$ cat config.mk
export PLATFORM = sky130hd
export DESIGN_NAME = npcs_cell
export DESIGN_NICKNAME = d
export VERILOG_FILES = /design/src/npcs_pkg.sv /design/src/npcs_cell.sv
export SDC_FILE = /design/constraint.sdc
export NUM_CORES = 1
export LEC_CHECK = 0
export BUFFER_PORTS_ARGS = -buffer_cell sky130_fd_sc_hd__buf_2
export CORE_MARGIN = 3
export CORE_UTILIZATION = 28
export CTS_CLUSTER_DIAMETER = 40
export CTS_CLUSTER_SIZE = 28
export DETAILED_ROUTE_END_ITERATION = 8
export REMOVE_ABC_BUFFERS = 1
export SLEW_MARGIN = 25
export SYNTH_ARGS = -nofsm -noshare
export SYNTH_HDL_FRONTEND = slang
export SYNTH_SLANG_ARGS = --single-unit
export TNS_END_PERCENT = 50
$ cat constraint.sdc
create_clock -name clk_i -period 8.3 [get_ports clk_i]
set_input_delay 1.66 -clock clk_i [delete_from_list [all_inputs] [get_ports clk_i]]
set_output_delay 1.66 -clock clk_i [all_outputs]
set_load 0.005 [all_outputs]
$ cat src/npcs_pkg.sv
package npcs_pkg;

  localparam int unsigned PaletteDepthDef = 256;
  localparam int unsigned MaxSearch       = 256;
  localparam int unsigned ChanW           = 16;
  localparam int unsigned IdxW            = 8;
  localparam int unsigned DistW           = 18;
  localparam int unsigned CfgW            = 9;

  localparam logic [CfgW-1:0] CellsInUseReset = CfgW'(MaxSearch);

  typedef enum logic {
    CMD_WRITE = 1'b0,
    CMD_QUERY = 1'b1
  } cmd_e;

  typedef struct packed {
    logic [ChanW-1:0] red;
    logic [ChanW-1:0] green;
    logic [ChanW-1:0] blue;
  } color_t;

  typedef struct packed {
    logic            valid;
    color_t          color;
    logic            best_valid;
    logic [DistW-1:0] best_dist;
    logic [IdxW-1:0]  best_idx;
  } token_t;

  typedef struct packed {
    logic            en;
    logic [IdxW-1:0] index;
    color_t          color;
  } cell_wr_t;

  function automatic logic [DistW-1:0] abs_diff(input logic [ChanW-1:0] a,
                                                input logic [ChanW-1:0] b);
    logic [ChanW-1:0] d;
    d = (a > b) ? (a - b) : (b - a);
    return DistW'(d);
  endfunction

endpackage

$ cat src/npcs_cell.sv
module npcs_cell #(
  parameter int unsigned CellId = 0
) (
  input  logic                       clk_i,
  input  logic                       rst_ni,
  input  npcs_pkg::cell_wr_t         wr_i,
  input  logic [npcs_pkg::CfgW-1:0]  search_len_i,
  input  npcs_pkg::token_t           tok_i,
  output npcs_pkg::token_t           tok_o
);
  import npcs_pkg::*;

  localparam logic [CfgW-1:0] Id = CfgW'(CellId);

  logic             entry_valid_q;
  color_t           color_q;
  color_t           color_rd;
  logic             wr_hit;
  logic [DistW-1:0] cell_dist;
  logic             take;
  token_t           tok_d;
  token_t           tok_q;

  assign wr_hit   = wr_i.en && (wr_i.index == Id[IdxW-1:0]);
  assign color_rd = entry_valid_q ? color_q : '0;

  assign cell_dist = abs_diff(tok_i.color.red, color_rd.red)
                   + abs_diff(tok_i.color.green, color_rd.green)
                   + abs_diff(tok_i.color.blue, color_rd.blue);

  assign take = tok_i.valid && (Id < search_len_i)
             && (!tok_i.best_valid || (cell_dist < tok_i.best_dist));

  always_comb begin
    tok_d = tok_i;
    if (take) begin
      tok_d.best_valid = 1'b1;
      tok_d.best_dist  = cell_dist;
      tok_d.best_idx   = Id[IdxW-1:0];
    end
  end

  always_ff @(posedge clk_i or negedge rst_ni) begin
    if (!rst_ni) begin
      entry_valid_q <= 1'b0;
      tok_q         <= '0;
    end else begin
      if (wr_hit) begin
        entry_valid_q <= 1'b1;
      end
      tok_q <= tok_d;
    end
  end

  always_ff @(posedge clk_i) begin
    if (wr_hit) begin
      color_q <= wr_i.color;
    end
  end

  assign tok_o = tok_q;

endmodule

# Word level (Yosys, flattened, before mapping)
# Index checks and enable logic that the tools add are counted.
# classes
mux	5
addsub	8
order_cmp	5
n_reduce_logical	6
# ops
cell	n
$sub A16 B16 Y16	6
$gt A16 B16 Y1	3
$mux W16	3
$mux W48	1
$mux W27	1
$add A17 B16 Y18	1
$lt A18 B18 Y1	1
$add A16 B16 Y17	1
$lt A1 B9 Y1 const A	1
$logic_not A8 Y1	1
$logic_and A1 B1 Y1	3
$logic_not A1 Y1	1
$logic_or A1 B1 Y1	1
# totals
output_inout_bits	76
ff_bits	125

# Longest topological paths before layout
# Gate-level depths: netlist of run 1.
# logic_depth
word_depth	9
mapped_depth	34
mapped_depth_nobuf	31

# Least setup slack after synthesis of run 1
# No wires, ideal clock.
# synth_path
path_kind	in2reg
startpoint	in tok_i[59] in the netlist's numbering
endpoint	reg tok_q, in the netlist tok_o[15]
t_arrival_ns	7.691
t_required_ns	8.175
setup_ns	0.125
path_slack_ns	0.484
path_stages	31
path_cell_list	inv_1 ha_1 inv_1 fa_1 a21oi_1 o21ai_1 a2111oi_2 o31ai_1 o21ai_1 buf_2 mux2_2 fa_1 ha_1 inv_1 fa_1 nor2b_1 o31a_1 o211ai_1 a31oi_1 o21a_1 o21a_1 nor2_1 ha_1 a21o_1 a21oi_1 nor2b_1 o21ai_0 nand2_1 a31oi_2 buf_2 mux2_2
# synth_lines
item	line_no	rtl
from (decl)	npcs_cell.sv:8	input npcs_pkg::token_t tok_i,
to (signal assigned)	npcs_cell.sv:51	tok_q <= tok_d;
to (decl)	npcs_cell.sv:22	token_t tok_q;

==> results_dict.tcl, run 1 <==
set metrics [dict create \
    grt_util_met2_pct 24.0 \
    syn-mean-instance-area_um2 9.45 \
    yosysWarningCount 0 \
    global_route.usage.total_pct 14.6 \
    layout_common_cells "sky130_fd_sc_hd__buf_2, sky130_fd_sc_hd__inv_1, sky130_fd_sc_hd__ha_1, sky130_fd_sc_hd__a21oi_1, sky130_fd_sc_hd__nand2_1" \
    drt_first_iter_violations 337 \
    die-area_um2 37600 \
    most_frequent_standard_cell_in_the_layout_excluding_fill_and_tap_cells "sky130_fd_sc_hd__buf_2" \
    grt_setup_unrepaired "no" \
    grtUsageMet1_pct 19.1 \
    yosys.cell_types.count 61 \
    layout-area-overhead-vs-synth_pct 23.0 \
    synth_seq_area_share_pct 34.1 \
    wire_per_inst_um 15.7 \
    timing.critical_path.slowest_cell_delay_ns 0.54 \
    drive_gt1_share_pct 24.3 \
    detail-route-antenna-nets 0 \
    ys_dominant_reg_cell "sky130_fd_sc_hd__dfrtp_1" \
    floorplan.rows 68 \
    count_of_flip_flops_with_a_built_in_enable_after_synthesis 48 \
    startpoint_type "primary input" \
    detail_route.vias_per_cell 4.58 \
    vias 7926 \
    final_max_slew_viol_count 0 \
    cts_root_buf "sky130_fd_sc_hd__clkbuf_16" \
    nets 1554 \
    post-route-period-util_pct 93.7 \
    yosys_register_bits 125 \
    timing_worst_slew_pin_value_ns 0.793 \
    ctsLongestPathBuffers 2 \
    path_max_fanout 22 \
    drc 0 \
    power_density_nw_per_um2 223 \
    fmax_ghz 0.129 \
    cts_inserted_buffers 17 \
    synthDominantAreaCellType "sky130_fd_sc_hd__dfrtp_1" \
    final_core_utilization_pct 35.1 \
    synthesized_instance_count 1045 \
    place.port_buffers 219 \
    path_class "in2reg" \
    ctsHoldBuffers 0 \
    timing.max_slew.rel_slack_pct 47.1 \
    die_x_um 194 \
    synth.cell_area_um2 9880 \
    htree_num_levels 4 \
    post_layout_worst_setup_margin_ns 0.521 \
    first_pass_iteration_count_of_the_detailed_router 4 \
    global_route.peak_usage_layer "met2" \
    report.final.hold_viol_count 0 \
    stdcell_count 1731 \
    critical_path.endpoint_type "flop" \
    core_area_um2 34600 \
    wire_length_of_the_first_global_routing_pass_mm 43.4 \
    grt_max_degree 78 \
    finalWeightedCongestion 0.832 \
    num_io_pins 220 \
    finClkSkew_ns 0.0129 \
    synth_async_sr_flop_share_pct 61.6 \
    cap_viol_max_count 0 \
    placedInstanceArea_um2 11500 \
    number_of_global_route_vias_before_repair 8080 \
    synthDominantCellAreaShare_pct 19.5 \
    global_route.usage.met3_pct 3.75 \
    pre_cts_ws_ns 0.0511 \
    crit_required_ns 8.61 \
    dp.cells 1698 \
    worst_ep_arrival_time_ns 8.09 \
    fin_area_um2 12100 \
    min_period_ns 7.78 \
    layout.filler_cells 3569 \
    insertion_delay_ns 0.44 \
    die_h_um 194 \
    drt-total-wl_mm 27.2 \
    numClockSinks 125 \
    overflow 0 \
    dp_hpwl_mm 21.9 \
    max-vdd-ir-drop_mv 0.167 \
    classification_of_the_worst_slack_hold_path "reg2reg" \
    cts.reportedPaths.clkPinSlew_ns 0.06 \
    finalSetupViolCount 0 \
    p_leak_nw 6.27 \
    outcome "complete, no violations" \
    floorplan.initialDensity_pct 28.5 \
    cts_tree "yes" \
    number_of_antenna_violations_at_the_first_check_in_global_routing 2 \
    critPathSlowestCell "sky130_fd_sc_hd__fa_1" \
    largest_cells_by_area_after_synthesis "sky130_fd_sc_hd__dfrtp_1, sky130_fd_sc_hd__ha_1, sky130_fd_sc_hd__edfxtp_1, sky130_fd_sc_hd__inv_1, sky130_fd_sc_hd__fa_1" \
]
==> critical path, delay by kind of cell <==
| kind | cells | cell delay (ns) |
|---|---|---|
| simple gates | 4 | 0.39 |
| fa+ha+maj | 6 | 2.00 |
| compound gates | 14 | 2.64 |
| mux | 2 | 0.70 |
| buf+inv | 6 | 0.68 |
==> cells by family after synthesis <==
kind of cell	count (synthesis)	synth area share (%)
simple gates	215	10.4
xor+xnor	52	4.61
mux	56	5.97
flops	125	34.1
fa+ha+maj	148	20.5
buf+inv	196	7.73
compound gates	253	16.7
==> sequential cells by signal, indices dropped and copies added, names as in the netlist <==
register,flops
color_q,48
entry_valid_q,1
tok_o,76
==> Yosys cell counts, drive strengths merged (2+ instances only) <==
library cell,n
nor3,13
a311oi,3
nand4,10
o21ai,44
o211ai,7
nand2b,7
edfxtp,48
a221o,3
clkbuf,24
xor2,16
mux2,23
nor2,43
nand3,12
a211oi,10
nor4,5
fa,23
buf,14
nand2,78
inv,158
o31a,3
dfrtp,77
a21oi,81
ha,125
mux2i,33
a31oi,13
a221oi,4
a21o,50
and2,7
xnor2,36
a22oi,4
a21bo,2
o21a,11
or3,3
and4,2
o21bai,7
nor2b,21
or2,3
a31o,3
and3,9
==> worst paths after layout <==
check                         startpoint             to  slack, ns  cells past startpoint
setup reg to reg           entry_valid_q      tok_o[19]       0.94                     33
setup / recovery               tok_i[59]      tok_o[19]       0.52                     32
min in group asynchronous         rst_ni      tok_o[45]       1.25                      1
hold reg to reg            entry_valid_q  entry_valid_q       0.76                      1
max in group asynchronous         rst_ni      tok_o[74]       6.46                      1
hold / removal             entry_valid_q  entry_valid_q       0.76                      1
==> layer usage <==
layer  up-vias  wire length (um)
li1       3996                 -
met1      3699             12600
met2       205             12700
met3        24              1370
met4         2               480
met5         -                13
==> report_power, final <==
part / switching [mW] / internal, mW / leakage (nW)
combinational: 0.661 / 0.536 / 4.63
clock: 0.310 / 0.465 / 0.301
sequential: 0.0238 / 0.707 / 1.34
total: 0.995 / 1.71 / 6.27
==> per-stage QoR <==
| stage | hold WS [ns] | power (mW) | setup TNS (ns) |
|---|---|---|---|
| floorplan | 1.00 | 1.56 | -7.09 |
| finish | 0.762 | 2.70 | 0 |
| CTS | 0.780 | 2.74 | 0 |
| global placement | 0.788 | 1.91 | 0 |
| detailed placement | 0.757 | 1.93 | 0 |
| global route | 0.788 | 2.93 | 0 |
==> area by class of cell <==
class                           count  area [um^2]  share of cell area, %
Timing Repair Buffer              236         1240                   10.2
Inverter                          158          593                   4.88
Tap cell                          455          569                   4.69
Clock buffer                       21          503                   4.14
Multi-Input combinational cell    724         5770                   47.5
Antenna cell                        1         2.50                 0.0206
Sequential cell                   125         3370                   27.7
Clock inverter                     11          101                  0.834
==> timing repair <==
action / CTS / global route
setup endpoints to repair: 0 / 17
gates resized for setup: 0 / 3
setup buffers: 0 / 0
(Power assumes the default switching activity.)
==> inputs of run 2 (changes only) <==
GPL_TIMING_DRIVEN = 0   (was not set)
==> run 2 against run 1 <==
Final cell count up 0.29%. Core utilization up 0.46 points. Clock power about the same. Worst hold slack better by 0.35 ns. Register-to-register slack worse by 0.19 ns. Clock skew down 0.0045 ns. Final area up 1.3%. Die area unchanged. Highest routed layer unchanged.
==> results_dict.tcl, run 2 (same netlist as run 1, synthesis figures left out) <==
set metrics [dict create \
    fin_area_um2 12300 \
    floorplan.initialDensity_pct 28.5 \
    path_class "in2reg" \
    flip_flop_count_of_the_largest_register_all_copies_and_words_added 76 \
    power_density_nw_per_um2 221 \
    cts_inserted_buffers 17 \
    layout_common_cells "sky130_fd_sc_hd__buf_2, sky130_fd_sc_hd__inv_1, sky130_fd_sc_hd__ha_1, sky130_fd_sc_hd__a21oi_1, sky130_fd_sc_hd__nand2_1" \
    max-vdd-ir-drop_mv 0.163 \
    drive_gt1_share_pct 24.8 \
    path_max_fanout 21 \
    number_of_global_route_vias_before_repair 7861 \
    post_layout_worst_setup_margin_ns 0.488 \
    startpoint_type "primary input" \
    num_io_pins 220 \
    fmax_ghz 0.128 \
    critPathSlowestCell "sky130_fd_sc_hd__fa_1" \
    finClkSkew_ns 0.00841 \
    pre_cts_ws_ns -0.437 \
    worst_ep_arrival_time_ns 8.13 \
    placedInstanceArea_um2 11500 \
    first_pass_iteration_count_of_the_detailed_router 4 \
    ctsHoldBuffers 0 \
    crit_required_ns 8.62 \
    place.port_buffers 219 \
    report.final.hold_viol_count 0 \
    htree_num_levels 4 \
    timing.max_slew.rel_slack_pct 56.8 \
    vias 7903 \
    classification_of_the_worst_slack_hold_path "reg2reg" \
    final_max_slew_viol_count 0 \
    ctsLongestPathBuffers 2 \
    grt_setup_unrepaired "no" \
    grt_max_degree 47 \
    number_of_antenna_violations_at_the_first_check_in_global_routing 1 \
    core_area_um2 34600 \
    layout.filler_cells 3544 \
    timing.critical_path.slowest_cell_delay_ns 0.47 \
    timing_worst_slew_pin_value_ns 0.641 \
    layout-area-overhead-vs-synth_pct 24.6 \
    insertion_delay_ns 0.44 \
    global_route.usage.total_pct 14.3 \
    fin_setup_tns_ns 0 \
    multiInputGateArea_um2 5810 \
    finalSetupViolCount 0 \
    numClockSinks 125 \
    die_h_um 194 \
    most_frequent_standard_cell_in_the_layout_excluding_fill_and_tap_cells "sky130_fd_sc_hd__buf_2" \
    die-area_um2 37600 \
    fin_total_pwr_mw 2.72 \
    overflow 0 \
    min_period_ns 7.81 \
    drt_first_iter_violations 422 \
    wire_per_inst_um 15.4 \
    floorplan.rows 68 \
    p_leak_nw 6.31 \
    drt-total-wl_mm 26.7 \
    cts_tree "yes" \
    cap_viol_max_count 0 \
    stdcell_count 1736 \
    area.sequential_um2 3370 \
    finalWeightedCongestion 0.839 \
    cts.reportedPaths.clkPinSlew_ns 0.06 \
    nets 1560 \
    detail_route.vias_per_cell 4.55 \
    dp.cells 1686 \
    die_x_um 194 \
    cp_common_cell "sky130_fd_sc_hd__o21a_1" \
    drc 0 \
    outcome "complete, no violations" \
    antenna-diode-count 0 \
    dp_hpwl_mm 21.8 \
    cts_root_buf "sky130_fd_sc_hd__clkbuf_16" \
    wire_length_of_the_first_global_routing_pass_mm 42.2 \
    detail-route-antenna-nets 0 \
    critical_path.endpoint_type "flop" \
    post-route-period-util_pct 94.1 \
]
-- run 2: changes by cell type in the layout (fill, tap and decap cells not counted), sizes merged --
cell	change
inv	-4
clkinvlp	+2
diode	-1
buf	+6
bufinv	+2
-- run 2: per-stage QoR --
step	util, %	hold slack (ns)
6_report	35.5	1.11
5_1_grt	35.5	1.18
4_1_cts	35.0	1.16
3_5_place_dp	33.2	1.15
3_3_place_gp	32.8	1.12
2_1_floorplan	-	1.00
-- run 2: final cells by class --
| type | instances | share of cell area (%) |
|---|---|---|
| inverters | 158 | 4.82 |
| flip-flops and latches | 125 | 27.4 |
| well taps | 455 | 4.63 |
| clock buffers | 21 | 3.74 |
| clock inverters | 11 | 1.15 |
| repair buffers | 242 | 11.1 |
| multi-input cells | 724 | 47.2 |
-- run 2: timing repair --
| item | 4_1_cts | 5_1_grt |
|---|---|---|
| hold endpoints to repair | 0 | 0 |
| endpoints found under the setup margin | 0 | 26 |
| gates resized for setup | 0 | 6 |
| setup buffers | 0 | 18 |
-- run 2: worst paths after layout --
path | from | end | slack, ns | cells after the start
min reg2reg | entry_valid_q | entry_valid_q | 1.11 | 2
max in group asynchronous | rst_ni | tok_o[30] | 6.52 | 2
max | tok_i[27] | tok_o[9] | 0.49 | 33
min in group asynchronous | rst_ni | tok_o[45] | 1.17 | 1
max reg2reg | entry_valid_q | tok_o[9] | 0.75 | 34
min | entry_valid_q | entry_valid_q | 1.11 | 2
-- run 2: power breakdown --
part	internal [mW]	total (mW)	switching (mW)
sequential	0.707	0.727	0.0199
combinational	0.553	1.22	0.663
clock	0.486	0.777	0.291
-- run 2: metal layers --
layer	global-route usage, %	vias to the layer above	wire (um)
met5	0	-	13
met4	3.40	2	276
met3	3.32	16	1110
met2	23.6	155	12500
met1	19.0	3716	12800
li1	-	4014	-
-- run 2: worst max-delay path: cells and delay by family --
family | cells | cell delay [ns]
buffers and inverters | 6 | 0.71
muxes | 2 | 0.54
adders and majority gates | 5 | 1.52
AOI/OAI and AO/OA | 16 | 3.02
xor gates and xnor gates | 1 | 0.33
and+or+nand+nor | 3 | 0.30
